### src/rtl/rmj_pkg.sv
`default_nettype none
package rmj_pkg;

  localparam int unsigned FRAC_BITS_DEFAULT   = 16;
  localparam int unsigned QUEUE_DEPTH_DEFAULT = 4;
  localparam int unsigned VAL_W   = 32;
  localparam int unsigned QUO_W   = 32;
  localparam int unsigned SQ_W    = 64;
  localparam int unsigned SR_W    = 96;
  localparam int unsigned RANGE_W = 16;

  localparam logic [RANGE_W-1:0] MIN_RANGE_RESET = 16'd7;
  localparam logic [VAL_W-1:0]   SAT_POS = 32'h7fff_ffff;
  localparam logic [VAL_W-1:0]   SAT_NEG = 32'h8000_0000;

  typedef logic [RANGE_W-1:0] min_range_t;

  typedef struct packed {
    logic signed [VAL_W-1:0] pos_x;
    logic signed [VAL_W-1:0] pos_y;
    logic signed [VAL_W-1:0] vel_x;
    logic signed [VAL_W-1:0] vel_y;
  } item_t;

  typedef struct packed {
    logic signed [VAL_W-1:0] range_dx;
    logic signed [VAL_W-1:0] range_dy;
    logic signed [VAL_W-1:0] bearing_dx;
    logic signed [VAL_W-1:0] bearing_dy;
    logic signed [VAL_W-1:0] rate_dx;
    logic signed [VAL_W-1:0] rate_dy;
    logic                    too_close;
  } result_t;

  // classified item passed from front to back
  typedef struct packed {
    item_t            raw;
    logic [VAL_W-1:0] apx;
    logic [VAL_W-1:0] apy;
  } q_item_t;

endpackage
`default_nettype wire

### src/rtl/rmj_front.sv
`default_nettype none
module rmj_front (
  input  logic             clk,
  input  logic             rst,
  input  logic             push,
  output logic             full,
  input  rmj_pkg::item_t   item,
  output logic             q_push,
  input  logic             q_ready,
  output rmj_pkg::q_item_t q_data
);
  import rmj_pkg::*;

  logic    valid;
  q_item_t data;
  logic    take;

  assign full   = valid && !q_ready;
  assign take   = push && !full;
  assign q_push = valid;
  assign q_data = data;

  always_ff @(posedge clk) begin
    if (rst) begin
      valid <= 1'b0;
    end else if (take) begin
      valid <= 1'b1;
    end else if (q_ready) begin
      valid <= 1'b0;
    end
  end

  always_ff @(posedge clk) begin
    if (take) begin
      data.raw <= item;
      data.apx <= item.pos_x[VAL_W-1] ? VAL_W'(-item.pos_x) : VAL_W'(item.pos_x);
      data.apy <= item.pos_y[VAL_W-1] ? VAL_W'(-item.pos_y) : VAL_W'(item.pos_y);
    end
  end

endmodule
`default_nettype wire

### config.mk
export PLATFORM = sky130hd
export DESIGN_NAME = rmj_front
export DESIGN_NICKNAME = d
export VERILOG_FILES = /design/src/rtl/rmj_pkg.sv /design/src/rtl/rmj_front.sv
export SDC_FILE = /design/constraint.sdc
export NUM_CORES = 1
export LEC_CHECK = 0
export BUFFER_PORTS_ARGS = -buffer_cell sky130_fd_sc_hd__buf_4
export CORE_MARGIN = 1
export CORE_UTILIZATION = 42
export DETAILED_ROUTE_END_ITERATION = 10
export PLACE_DENSITY = 0.72
export SKIP_CTS_REPAIR_TIMING = 1
export SLEW_MARGIN = 30
export SYNTH_ARGS = -nofsm -noshare
export SYNTH_HDL_FRONTEND = slang
export SYNTH_SLANG_ARGS = --single-unit
### constraint.sdc
create_clock -name clk -period 11.5 [get_ports clk]
set_input_delay 1.15 -clock clk [delete_from_list [all_inputs] [get_ports clk]]
set_output_delay 1.15 -clock clk [all_outputs]
set_load 0.02 [all_outputs]
# [Yosys cells after proc, flatten, opt, wreduce, memory -nomap -nowiden]
# Index checks and enable logic that the tools add are counted.
[word_totals] out_inout_bits=194 elab_cells=20 input_bits=132 register_bits=193
[classes] add_sub_neg=2 n_reduce_logical=5 muxes=4
[op_table] operator="$neg A32 Y32" count=2
[op_table] operator="$mux W31" count=2
[op_table] operator="$logic_and A1 B1 Y1" count=2
[op_table] operator="$logic_not A1 Y1" count=2
[op_table] operator="$mux W1" count=2
[op_table] operator="$reduce_bool A2 Y1" count=1

# [Depth between registers and ports, before layout]
[logic_depth] ltp_word=5 depth_mapped=6 mapped_depth_nobuf=6

# [Worst setup path after synthesis]
# Ideal clock, no wire load.
[synth_path] path_type="input port to flip-flop" start="in q_ready" end="reg data, in the netlist q_data[100], enable pin" stages=2 path_slack_ns=1.155 required_time_ns=10.739 t_arrival_ns=9.583 path_buffers=0 path_cell_list="nor2b_1 -> nor2b_1"
[synth_via] elab_chain_len=4
[synth_rtl] item="start, declared" line="rmj_front.sv:9" rtl="input logic q_ready,"
[synth_rtl] item="$logic_not A1 Y1" line="rmj_front.sv:18" rtl="assign full = valid && !q_ready;"
[synth_rtl] item="$logic_and A1 B1 Y1" line="rmj_front.sv:18"
[synth_rtl] item="$logic_not A1 Y1" line="rmj_front.sv:19" rtl="assign take = push && !full;"
[synth_rtl] item="$logic_and A1 B1 Y1" line="rmj_front.sv:19"
[synth_rtl] item="named net take" line="rmj_front.sv:16" rtl="logic take;"
[synth_rtl] item="end, declared" line="rmj_front.sv:15" rtl="q_item_t data;"
# The timed path passes the listed nets, and every way through them passes these cells.
# A chain may end at the register's enable or synchronous reset.

# [Final worst setup path]
[layout_path] start="in q_ready" end="out full"
[layout_via] elab_chain_len=2
[layout_rtl] item="$logic_not A1 Y1" line="rmj_front.sv:18"
[layout_rtl] item="$logic_and A1 B1 Y1" line="rmj_front.sv:18"
[layout_rtl] item="end, declared" line="rmj_front.sv:6" rtl="output logic full,"
# No other way between the ends.

==> out/metrics.yaml <==
clock_network:
  path_clk_slew_ns: 0.07
  numCtsBuffers: 17
  insertion_delay_ns: 0.42
  clockBufferDepth: 2
  cts_sinks: 191
  cts_tree: "yes"
  h-tree-depth: 4
  cts-root-buf: "clkbuf_16"
global_routing:
  grt_antenna_before_repair: 0
  grtUsageTotal_pct: 20.8
  grt_max_degree: 90
  grt_pass1_wl_mm: 27.7
  grt_pass1_vias: 4929
  grt-ovfl-total: 0
worst_setup_path:
  startpoint_type: "primary input"
  arrival_ns: 1.74
  end_kind: "primary output"
  critPathKind: "primary input to primary output"
  cp_max_fo: 3
  worst_ep_required_time_ns: 10.35
timing:
  slew_viol_final: 0
  tns_ns: 0
  post-route-period-util_pct: 25.2
  rsz0062_at_grt: "false"
  hold_viol_final: 0
  max_freq_ghz: 0.346
  min_period_ns: 2.89
  max_slew_margin_pct: 45.5
  worstMarginPinSlew_ns: 0.818
  setup_viol: 0
  skew_ns: 0.00997
yosys:
  yosys.area.top_type_share_pct: 78.2
  syn_inst: 411
  synth_top_area_cell: "edfxtp_1"
  yosysWarnings: 0
  syn_area_per_cell_um2: 17.8
  ys_types: 39
  synthTopCellsByArea: "edfxtp_1 (78%), xnor2_1 (6.7%), o41ai_1 (1.9%)"
  synth_nets: 547
  ys_ff_latch: 191
  synth_area_um2: 7300
  synth-seq-area-share_pct: 78.5
power_and_ir_drop:
  p_leak_nw: 4.12
  ir_drop_mv: 0.103
  intPower_mw: 1.29
  power.total_mw: 1.69
  p_seq_share_pct: 49.6
  net-switching-power_mw: 0.398
  p_per_area_nw_per_um2: 159
  clockPowerShare_pct: 36.3
  p_comb_share_pct: 14.1
  switching_share_pct: 23.6
routing:
  drt_iter0_markers: 334
  viasPerCell: 5.08
  dr.pass1.iters: 5
  ant_nets: 0
  drc: 0
  drt-total-wl_mm: 18.8
  wire_per_inst_um: 19.2
  vias: 4983
place:
  dp.cells: 948
  place_hpwl_mm: 14.0
  place_congestion: 0.837
  portBuffers: 325
worst_hold_path:
  hp-class: "register to register"
floorplan:
  die_x_um: 134
  initial_utilization_pct: 43.5
  ios: 326
  die_y_um: 134
  rows: 47
  dieArea_um2: 17900
  coreArea_um2: 16800
layout:
  diodes: 0
  final_nets: 883
  drive_above_1_share_pct: 48.7
  instances_no_fill: 980
  area_growth_syn_to_layout_pct: 45.4
  fill_cells: 1264
run_status:
  status: "finished clean"
run:
  cap_violations: 0
path summary, 6_finish.rpt:
check | from | endpoint | slack, ns | cells after the start
min | q_push$_SDFFE_PP0P_ | q_push$_SDFFE_PP0P_ | 0.66 | 3
min reg2reg | q_push$_SDFFE_PP0P_ | q_push$_SDFFE_PP0P_ | 0.66 | 3
max | q_ready | full | 8.61 | 3
max reg2reg | q_push$_SDFFE_PP0P_ | q_data[50]$_DFFE_PP_ | 9.50 | 3
cells in the mapped netlist (all sizes together):
cell type  count
or3b           1
or2            2
nor4           9
nand2         24
o41ai         17
o21ai         18
nand3          3
nand4bb        2
nand3b         1
buf            4
or4            8
nor2           6
dfxtp          1
nor4b          3
nand4          5
or4b           2
a31oi          2
nor2b          2
nor3           8
or3            5
inv            8
ha             4
clkbuf         7
nand2b         6
edfxtp       190
xor2           2
o31ai         15
xnor2         56
layout make-up:
cell class                      instances  area, um^2  area share (%)
Clock buffer                           18         429            4.05
Multi-Input combinational cell        201        1490            14.1
Tap cell                              220         275            2.59
Clock inverter                         14         188            1.77
Timing Repair Buffer                  328        2470            23.3
Inverter                                8        30.0           0.283
Sequential cell                       191        5730            54.0
metal layers:
layer,vias up,track usage (%),wire [um]
met4,0,7.95,400
li1,2287,-,-
met3,28,7.03,1780
met1,2405,24.2,7080
met5,-,0,0
met2,263,35.4,9570
power by group through the flow:
stage / combinational (mW) / clock [mW] / sequential [mW]
final: 0.238 / 0.613 / 0.837
after global routing: 0.251 / 0.649 / 0.840
after CTS: 0.239 / 0.624 / 0.837
after detailed placement: 0.239 / 0 / 0.852
after global placement: 0.235 / 0 / 0.851
after floorplan: 0.0479 / 0 / 0.920
through the flow:
stage	util [%]	hold slack, ns	setup slack, ns	cell area, um^2
5_1_grt	63.3	0.700	8.58	10600
3_5_place_dp	59.6	0.638	8.27	9990
3_3_place_gp	59.6	0.636	8.31	9980
2_1_floorplan	-	0.772	1.16	7300
4_1_cts	63.3	0.657	8.59	10600
6_report	63.3	0.656	8.61	10600
logic make-up (layout without fill, tap and decap cells):
| logic type | after synthesis | in the layout | synth area share [%] |
|---|---|---|---|
| XOR/XNOR | 58 | 58 | 6.96 |
| AND/OR/NAND/NOR | 87 | 87 | 7.30 |
| adder cells (fa/ha/maj) | 4 | 4 | 0.686 |
| AO/OA/AOI/OAI | 52 | 52 | 5.38 |
| flip-flops | 191 | 191 | 78.5 |
| buffers and inverters | 19 | 368 | 1.20 |
cells in the final DEF (no fill, tap or decap), drive strengths merged, types with 5 or more instances in the layout:
cell,netlist,routed
or3,5,5
xnor2,56,56
nand2,24,24
nand4,5,5
clkinv,0,8
inv,8,10
nor2,6,6
nor3,8,8
clkbuf,7,18
o31ai,15,15
buf,4,328
or4,8,8
nor4,9,9
o21ai,18,18
o41ai,17,17
edfxtp,190,190
nand2b,6,6
sequential cells by signal, indices dropped and copies added (netlist names):
register  flops
q_data      190
q_push        1
worst max-delay path, cell delays in order:
cell and delay (ns):
buf_4 0.11, nor2b_1 0.27, buf_4 0.21
No activity file was read; power rests on OpenSTA's default activity.
