===== config.mk =====
export PLATFORM = sky130hd
export DESIGN_NAME = rmj_queue
export DESIGN_NICKNAME = d
export VERILOG_FILES = /design/src/rtl/rmj_pkg.sv /design/src/rtl/rmj_queue.sv
export SDC_FILE = /design/constraint.sdc
export NUM_CORES = 1
export LEC_CHECK = 0
export BUFFER_PORTS_ARGS = -buffer_cell sky130_fd_sc_hd__buf_2
export CORE_MARGIN = 1
export CORE_UTILIZATION = 40
export CTS_BUF_LIST = sky130_fd_sc_hd__clkbuf_2 sky130_fd_sc_hd__clkbuf_4 sky130_fd_sc_hd__clkbuf_8
export CTS_CLUSTER_SIZE = 40
export DETAILED_ROUTE_END_ITERATION = 7
export MAX_ROUTING_LAYER = met4
export SYNTH_ARGS = -nofsm -noshare
export SYNTH_HDL_FRONTEND = slang
export SYNTH_SLANG_ARGS = --single-unit
export TNS_END_PERCENT = 1

===== constraint.sdc =====
create_clock -name clk -period 5.6 [get_ports clk]
set_clock_uncertainty 0.1 [all_clocks]
set_input_delay 0 -clock clk [delete_from_list [all_inputs] [get_ports clk]]
set_output_delay 0 -clock clk [all_outputs]
set_load 0.01 [all_outputs]

===== src/rtl/rmj_pkg.sv =====
`default_nettype none
package rmj_pkg;

  localparam int unsigned FRAC_BITS_DEFAULT   = 16;
  localparam int unsigned QUEUE_DEPTH_DEFAULT = 4;
  localparam int unsigned VAL_W   = 32;
  localparam int unsigned QUO_W   = 32;
  localparam int unsigned SQ_W    = 64;
  localparam int unsigned SR_W    = 96;
  localparam int unsigned RANGE_W = 16;

  localparam logic [RANGE_W-1:0] MIN_RANGE_RESET = 16'd7;
  localparam logic [VAL_W-1:0]   SAT_POS = 32'h7fff_ffff;
  localparam logic [VAL_W-1:0]   SAT_NEG = 32'h8000_0000;

  typedef logic [RANGE_W-1:0] min_range_t;

  typedef struct packed {
    logic signed [VAL_W-1:0] pos_x;
    logic signed [VAL_W-1:0] pos_y;
    logic signed [VAL_W-1:0] vel_x;
    logic signed [VAL_W-1:0] vel_y;
  } item_t;

  typedef struct packed {
    logic signed [VAL_W-1:0] range_dx;
    logic signed [VAL_W-1:0] range_dy;
    logic signed [VAL_W-1:0] bearing_dx;
    logic signed [VAL_W-1:0] bearing_dy;
    logic signed [VAL_W-1:0] rate_dx;
    logic signed [VAL_W-1:0] rate_dy;
    logic                    too_close;
  } result_t;

  // classified item passed from front to back
  typedef struct packed {
    item_t            raw;
    logic [VAL_W-1:0] apx;
    logic [VAL_W-1:0] apy;
  } q_item_t;

endpackage
`default_nettype wire


===== src/rtl/rmj_queue.sv =====
`default_nettype none
module rmj_queue #(
  parameter int unsigned DEPTH = rmj_pkg::QUEUE_DEPTH_DEFAULT
) (
  input  logic             clk,
  input  logic             rst,
  input  logic             wr,
  output logic             ready,
  input  rmj_pkg::q_item_t wr_data,
  output logic             valid,
  input  logic             rd,
  output rmj_pkg::q_item_t rd_data
);
  import rmj_pkg::*;

  localparam int unsigned PTR_W = (DEPTH > 1) ? $clog2(DEPTH) : 1;
  localparam int unsigned CNT_W = $clog2(DEPTH + 1);

  q_item_t          mem [DEPTH];
  logic [PTR_W-1:0] wr_ptr;
  logic [PTR_W-1:0] rd_ptr;
  logic [CNT_W-1:0] count;
  logic             do_wr;
  logic             do_rd;

  assign ready   = count != CNT_W'(DEPTH);
  assign valid   = count != '0;
  assign do_wr   = wr && ready;
  assign do_rd   = rd && valid;
  assign rd_data = mem[rd_ptr];

  always_ff @(posedge clk) begin
    if (rst) begin
      wr_ptr <= '0;
      rd_ptr <= '0;
      count  <= '0;
    end else begin
      if (do_wr) begin
        wr_ptr <= (wr_ptr == PTR_W'(DEPTH - 1)) ? '0 : wr_ptr + 1'b1;
      end
      if (do_rd) begin
        rd_ptr <= (rd_ptr == PTR_W'(DEPTH - 1)) ? '0 : rd_ptr + 1'b1;
      end
      if (do_wr && !do_rd) begin
        count <= count + 1'b1;
      end else if (do_rd && !do_wr) begin
        count <= count - 1'b1;
      end
    end
  end

  always_ff @(posedge clk) begin
    if (do_wr) begin
      mem[wr_ptr] <= wr_data;
    end
  end

  a_count_bound: assert property (@(posedge clk) disable iff (rst)
    count <= CNT_W'(DEPTH)) else $error("queue count above depth");

  a_count_track: assert property (@(posedge clk) disable iff (rst)
    do_rd && !do_wr |=> count == $past(count) - 1'b1) else $error("queue count lost a read");

  a_write_kept: assert property (@(posedge clk) disable iff (rst)
    do_wr && !do_rd |=> valid) else $error("queue empty after write");

endmodule
`default_nettype wire


Yosys cells after proc, flatten, opt, wreduce, memory -nomap -nowiden
Memory sizes are Yosys's and may differ from the RTL's. A register that Yosys moved wholly into a read port is not among the register bits.
Index checks and enable logic that the tools add are counted.
{"block": "totals", "mem_bits_ro": 0, "ff_bits": 7, "elab_cells": 27, "latchBits": 0, "ramBits": 768, "n_memories": 1, "output_inout_bits": 194}
{"memory": "mem", "depth": 4, "word_bits": 192, "read_ports": 1, "rd_clocked_by_memory_dff": 1, "write_ports": 1, "line_no": "rmj_queue.sv:19", "text": "q_item_t mem [DEPTH];"}
{"block": "op_classes", "mux": 8, "n_mul": 0, "order_cmp": 0, "shift": 0, "n_bitwise": 0, "div": 0, "reduce_logical": 8, "eq_ne": 3, "add_sub_neg": 4}
{"operator": "2-to-1 mux 2 bit", "n": 4}
{"operator": "2-to-1 mux 3 bit", "n": 2}
{"operator": "adder 2 x 1 -> 2 bit, second input constant", "n": 2}
{"operator": "equality test 2 bit, second input constant", "n": 2}
{"operator": "logical AND 1 bit", "n": 4}
{"operator": "adder 3 x 1 -> 3 bit, second input constant", "n": 1}
{"operator": "inequality test 3 bit, second input constant", "n": 1}
{"operator": "nonzero test 3 bit", "n": 1}
{"operator": "subtractor 3 x 1 -> 3 bit, second input constant", "n": 1}
{"operator": "logical NOT 1 bit", "n": 2}
{"operator": "2-to-1 mux 1 bit", "n": 2}
{"operator": "nonzero test 2 bit", "n": 1}

Depth between registers and ports, before layout
{"block": "logic_depth", "word_depth": 6, "mapped_depth": 9, "depth_no_buf": 8}

Worst setup path after synthesis
Ideal clock, no wire load.
{"block": "synth_timing", "path_kind": "register -> register", "start": "register count[0]", "end": "memory mem[0][0] (netlist bit), enable pin", "setup_time_ns": 0.468, "arrival_ns": 3.044, "stages_incl_launch_ff": 4, "setup_slack_ns": 1.987, "cell_sequence": "dfxtp_1 -> or3b_1 -> clkbuf_2 -> and3_2"}
{"block": "synth_between", "elab_chain_cells": 4}
{"item": "start, declared", "line_no": "rmj_queue.sv:22", "text": "logic [CNT_W-1:0] count;"}
{"item": "start signal, assigned", "line_no": "rmj_queue.sv:45", "text": "count <= count + 1'b1;"}
{"item": "start signal, assigned", "line_no": "rmj_queue.sv:47", "text": "count <= count - 1'b1;"}
{"item": "inequality test 3 bit", "line_no": "rmj_queue.sv:26", "text": "assign ready = count != CNT_W'(DEPTH);"}
{"item": "net ready", "line_no": "rmj_queue.sv:8", "text": "output logic ready,"}
{"item": "logical AND 1 bit", "line_no": "rmj_queue.sv:28", "text": "assign do_wr = wr && ready;"}
{"item": "2-to-1 mux 1 bit", "line_no": "rmj_queue.sv:53", "text": "if (do_wr) begin"}
{"item": "2-to-1 mux 1 bit (not written as such)", "line_no": "rmj_queue.sv:54", "text": "mem[wr_ptr] <= wr_data;"}
{"item": "end, declared", "line_no": "rmj_queue.sv:19"}
The timed path passes the listed nets, and every way through them passes these cells.

==> metrics <==
outcome complete, no violations; Clock Latency Late Sink 710 ps; final net count 2123; Initial Util 40.8%; area growth from synthesis to layout 32.6%; First DRT Iteration DRCs 762; Setup crit start kind flip-flop; Required @ worst endpoint 5500 ps; unrepaired setup endpoints after global routing false; final WL 59000 um; CTS Root Cell clkbuf_8; Reg clk slew, reported paths 70 ps; fraction of layout cells with a size suffix above 1 39.1%; vias in the first global route 15964; initial antenna violation count 8; CTS Buffer Depth 3; TritonCTS clock tree done; first-pass GRT wire length 89500 um; Gate Count Post-Synth 1051; row cnt 96; Post-DRT Antenna Nets 0; Arrival @ worst endpoint 3020 ps; final worst setup slack 2480 ps; fin cells 2959; Worst R2R Path Depth 3; drt drc 0; First-pass DRT Iterations 5; max frequency 321 MHz; leading cell type in the layout, fill and taps excluded edfxtp_1; max capacitance violation total 0; wire per inst 19.9 um; endpoints failing setup 0; most frequent cells in the layout 768 x edfxtp_1, 389 x buf_2, 387 x dlygate4sd3_1, 192 x mux4_2, 120 x clkbuf_8; Slew Limit Headroom 32.1%; gr ovfl total 0; vias per std cell 4.82; Core Footprint 69200 um^2; final setup TNS 0 ps; Slew Viols, Final 0; WHS Path Cells 2; Setup crit end kind output pin; total CTS buffers 120; yosys warns 0; Final min period 3120 ps; fin crit share 55.7%; HP Class primary input to flip-flop; DP Worst Slack 2770 ps; crit path kind flip-flop to output pin; synthesis-stage register bit count 777; DIE AREA 71600 um^2; synth unique cells 26; Overall Power 14.8 mW; CP max FO 53; Peak VDD IR 0.244 mV; I/O pins 390; Post-Place Cells 2342; Pwr Density 396 nW/um^2; pin slew with the least headroom to its limit 1020 ps; die height 268 um; # clock sinks 777; LEAKAGE 12.7 nW; Mapped Avg Cell Area 26.8 um^2; hpwl dp 32000 um; synthesized area 28200 um^2; largest net degree at the start of global routing 116; Total GRT Usage 17.1%; Die Width 268 um; Final GP Congestion 0.702; H-tree lvl count 3; Final Hold Fails 0; Vias 14251; sequential element share of the synthesized area 82.4%; hold_ws 51.8 ps; Mapped Nets 1254; Buffers on Ports 389
final timing paths:
kind                                    from          end  slack, ps
worst min register to register     rd_ptr[0]    flip-flop        400
worst min-delay path            wr_data[162]  mem[2][162]         50
worst max register to register      count[0]   mem[0][19]       2840
worst max-delay path               flip-flop  rd_data[43]       2480
registers in the layout (all words and copies together) (netlist names), named ones only:
name and flops:
mem 768, rd_ptr 2, wr_ptr 2, count 3
synthesized netlist by cell type:
| cell | n | area share [%] |
|---|---|---|
| or3b_1 | 1 | 0.031 |
| or3_2 | 2 | 0.053 |
| dfxtp_1 | 9 | 0.64 |
| buf_6 | 20 | 0.80 |
| clkbuf_1 | 4 | 0.053 |
| inv_1 | 3 | 0.040 |
| nand2b_1 | 2 | 0.044 |
| buf_2 | 20 | 0.35 |
| nand2_1 | 1 | 0.013 |
| and2_4 | 1 | 0.031 |
| o31ai_1 | 1 | 0.027 |
| and3_2 | 4 | 0.11 |
| ha_1 | 6 | 0.27 |
| nor3_1 | 1 | 0.018 |
| clkbuf_2 | 1 | 0.018 |
| xor2_1 | 2 | 0.062 |
| edfxtp_1 | 768 | 82 |
| o31ai_2 | 1 | 0.044 |
| fa_1 | 1 | 0.071 |
| or3_1 | 1 | 0.022 |
| nand3_1 | 1 | 0.018 |
| mux4_2 | 192 | 15 |
| nor2_1 | 3 | 0.040 |
| a21oi_1 | 2 | 0.035 |
| mux2i_1 | 3 | 0.11 |
| o21ai_0 | 1 | 0.018 |
per-stage QoR:
| stage | utilization [%] | cell area (um^2) |
|---|---|---|
| floorplan | - | 28200 |
| global placement | 45.1 | 31200 |
| detailed placement | 45.1 | 31200 |
| CTS | 54.0 | 37400 |
| global route | 54.1 | 37400 |
| finish | 54.1 | 37400 |
what timing repair did:
action / in CTS / in global routing
hold buffers: 387 / 0
buffers inserted: 0 / 0
gates resized for setup: 0 / 0
setup endpoints to repair: 0 / 0
endpoints found under the hold margin: 908 / 0
layout make-up:
type | instances | area [um^2]
Timing Repair Buffer | 792 | 6020
Fill cell | 5476 | 31800
Inverter | 3 | 11.3
Sequential cell | 777 | 23200
Antenna cell | 8 | 20.0
Tap cell | 931 | 1160
Multi-Input combinational cell | 226 | 4620
Clock buffer | 153 | 1900
Clock inverter | 69 | 428
report_power, final:
group          total (mW)  internal, mW  leakage, nW  switching (mW)
clock                4.51          2.37         1.23            2.14
sequential           7.20          7.05         7.11           0.152
combinational        3.09          1.46         4.40            1.63
total                14.8          10.9         12.7            3.92
per-layer routing:
| metal | routed length [um] | GRT usage, % | share of wire, % |
|---|---|---|---|
| met1 | 23500 | 19.7 | 40 |
| met2 | 30000 | 28.7 | 51 |
| met3 | 4650 | 5.61 | 7.9 |
| met4 | 947 | 5.03 | 1.6 |
| met5 | 0 | - | 0 |
worst max-delay path, stage by stage, from the launching register on:
cell     delay (ps)
dfxtp_4         860
buf_4           780
mux4_2          430
buf_2           160
cell families (layout without fill, tap and decap cells):
kind of cell | Yosys count | in the layout | synth area share, %
compound gates | 5 | 5 | 0.124
buf+inv | 48 | 1017 | 1.26
other cells | 0 | 8 | 0
fa+ha+maj | 7 | 7 | 0.337
xor+xnor | 2 | 2 | 0.0621
flops | 777 | 777 | 82.4
simple gates | 17 | 17 | 0.377
mux | 195 | 195 | 15.4
(Power assumes the default switching activity.)
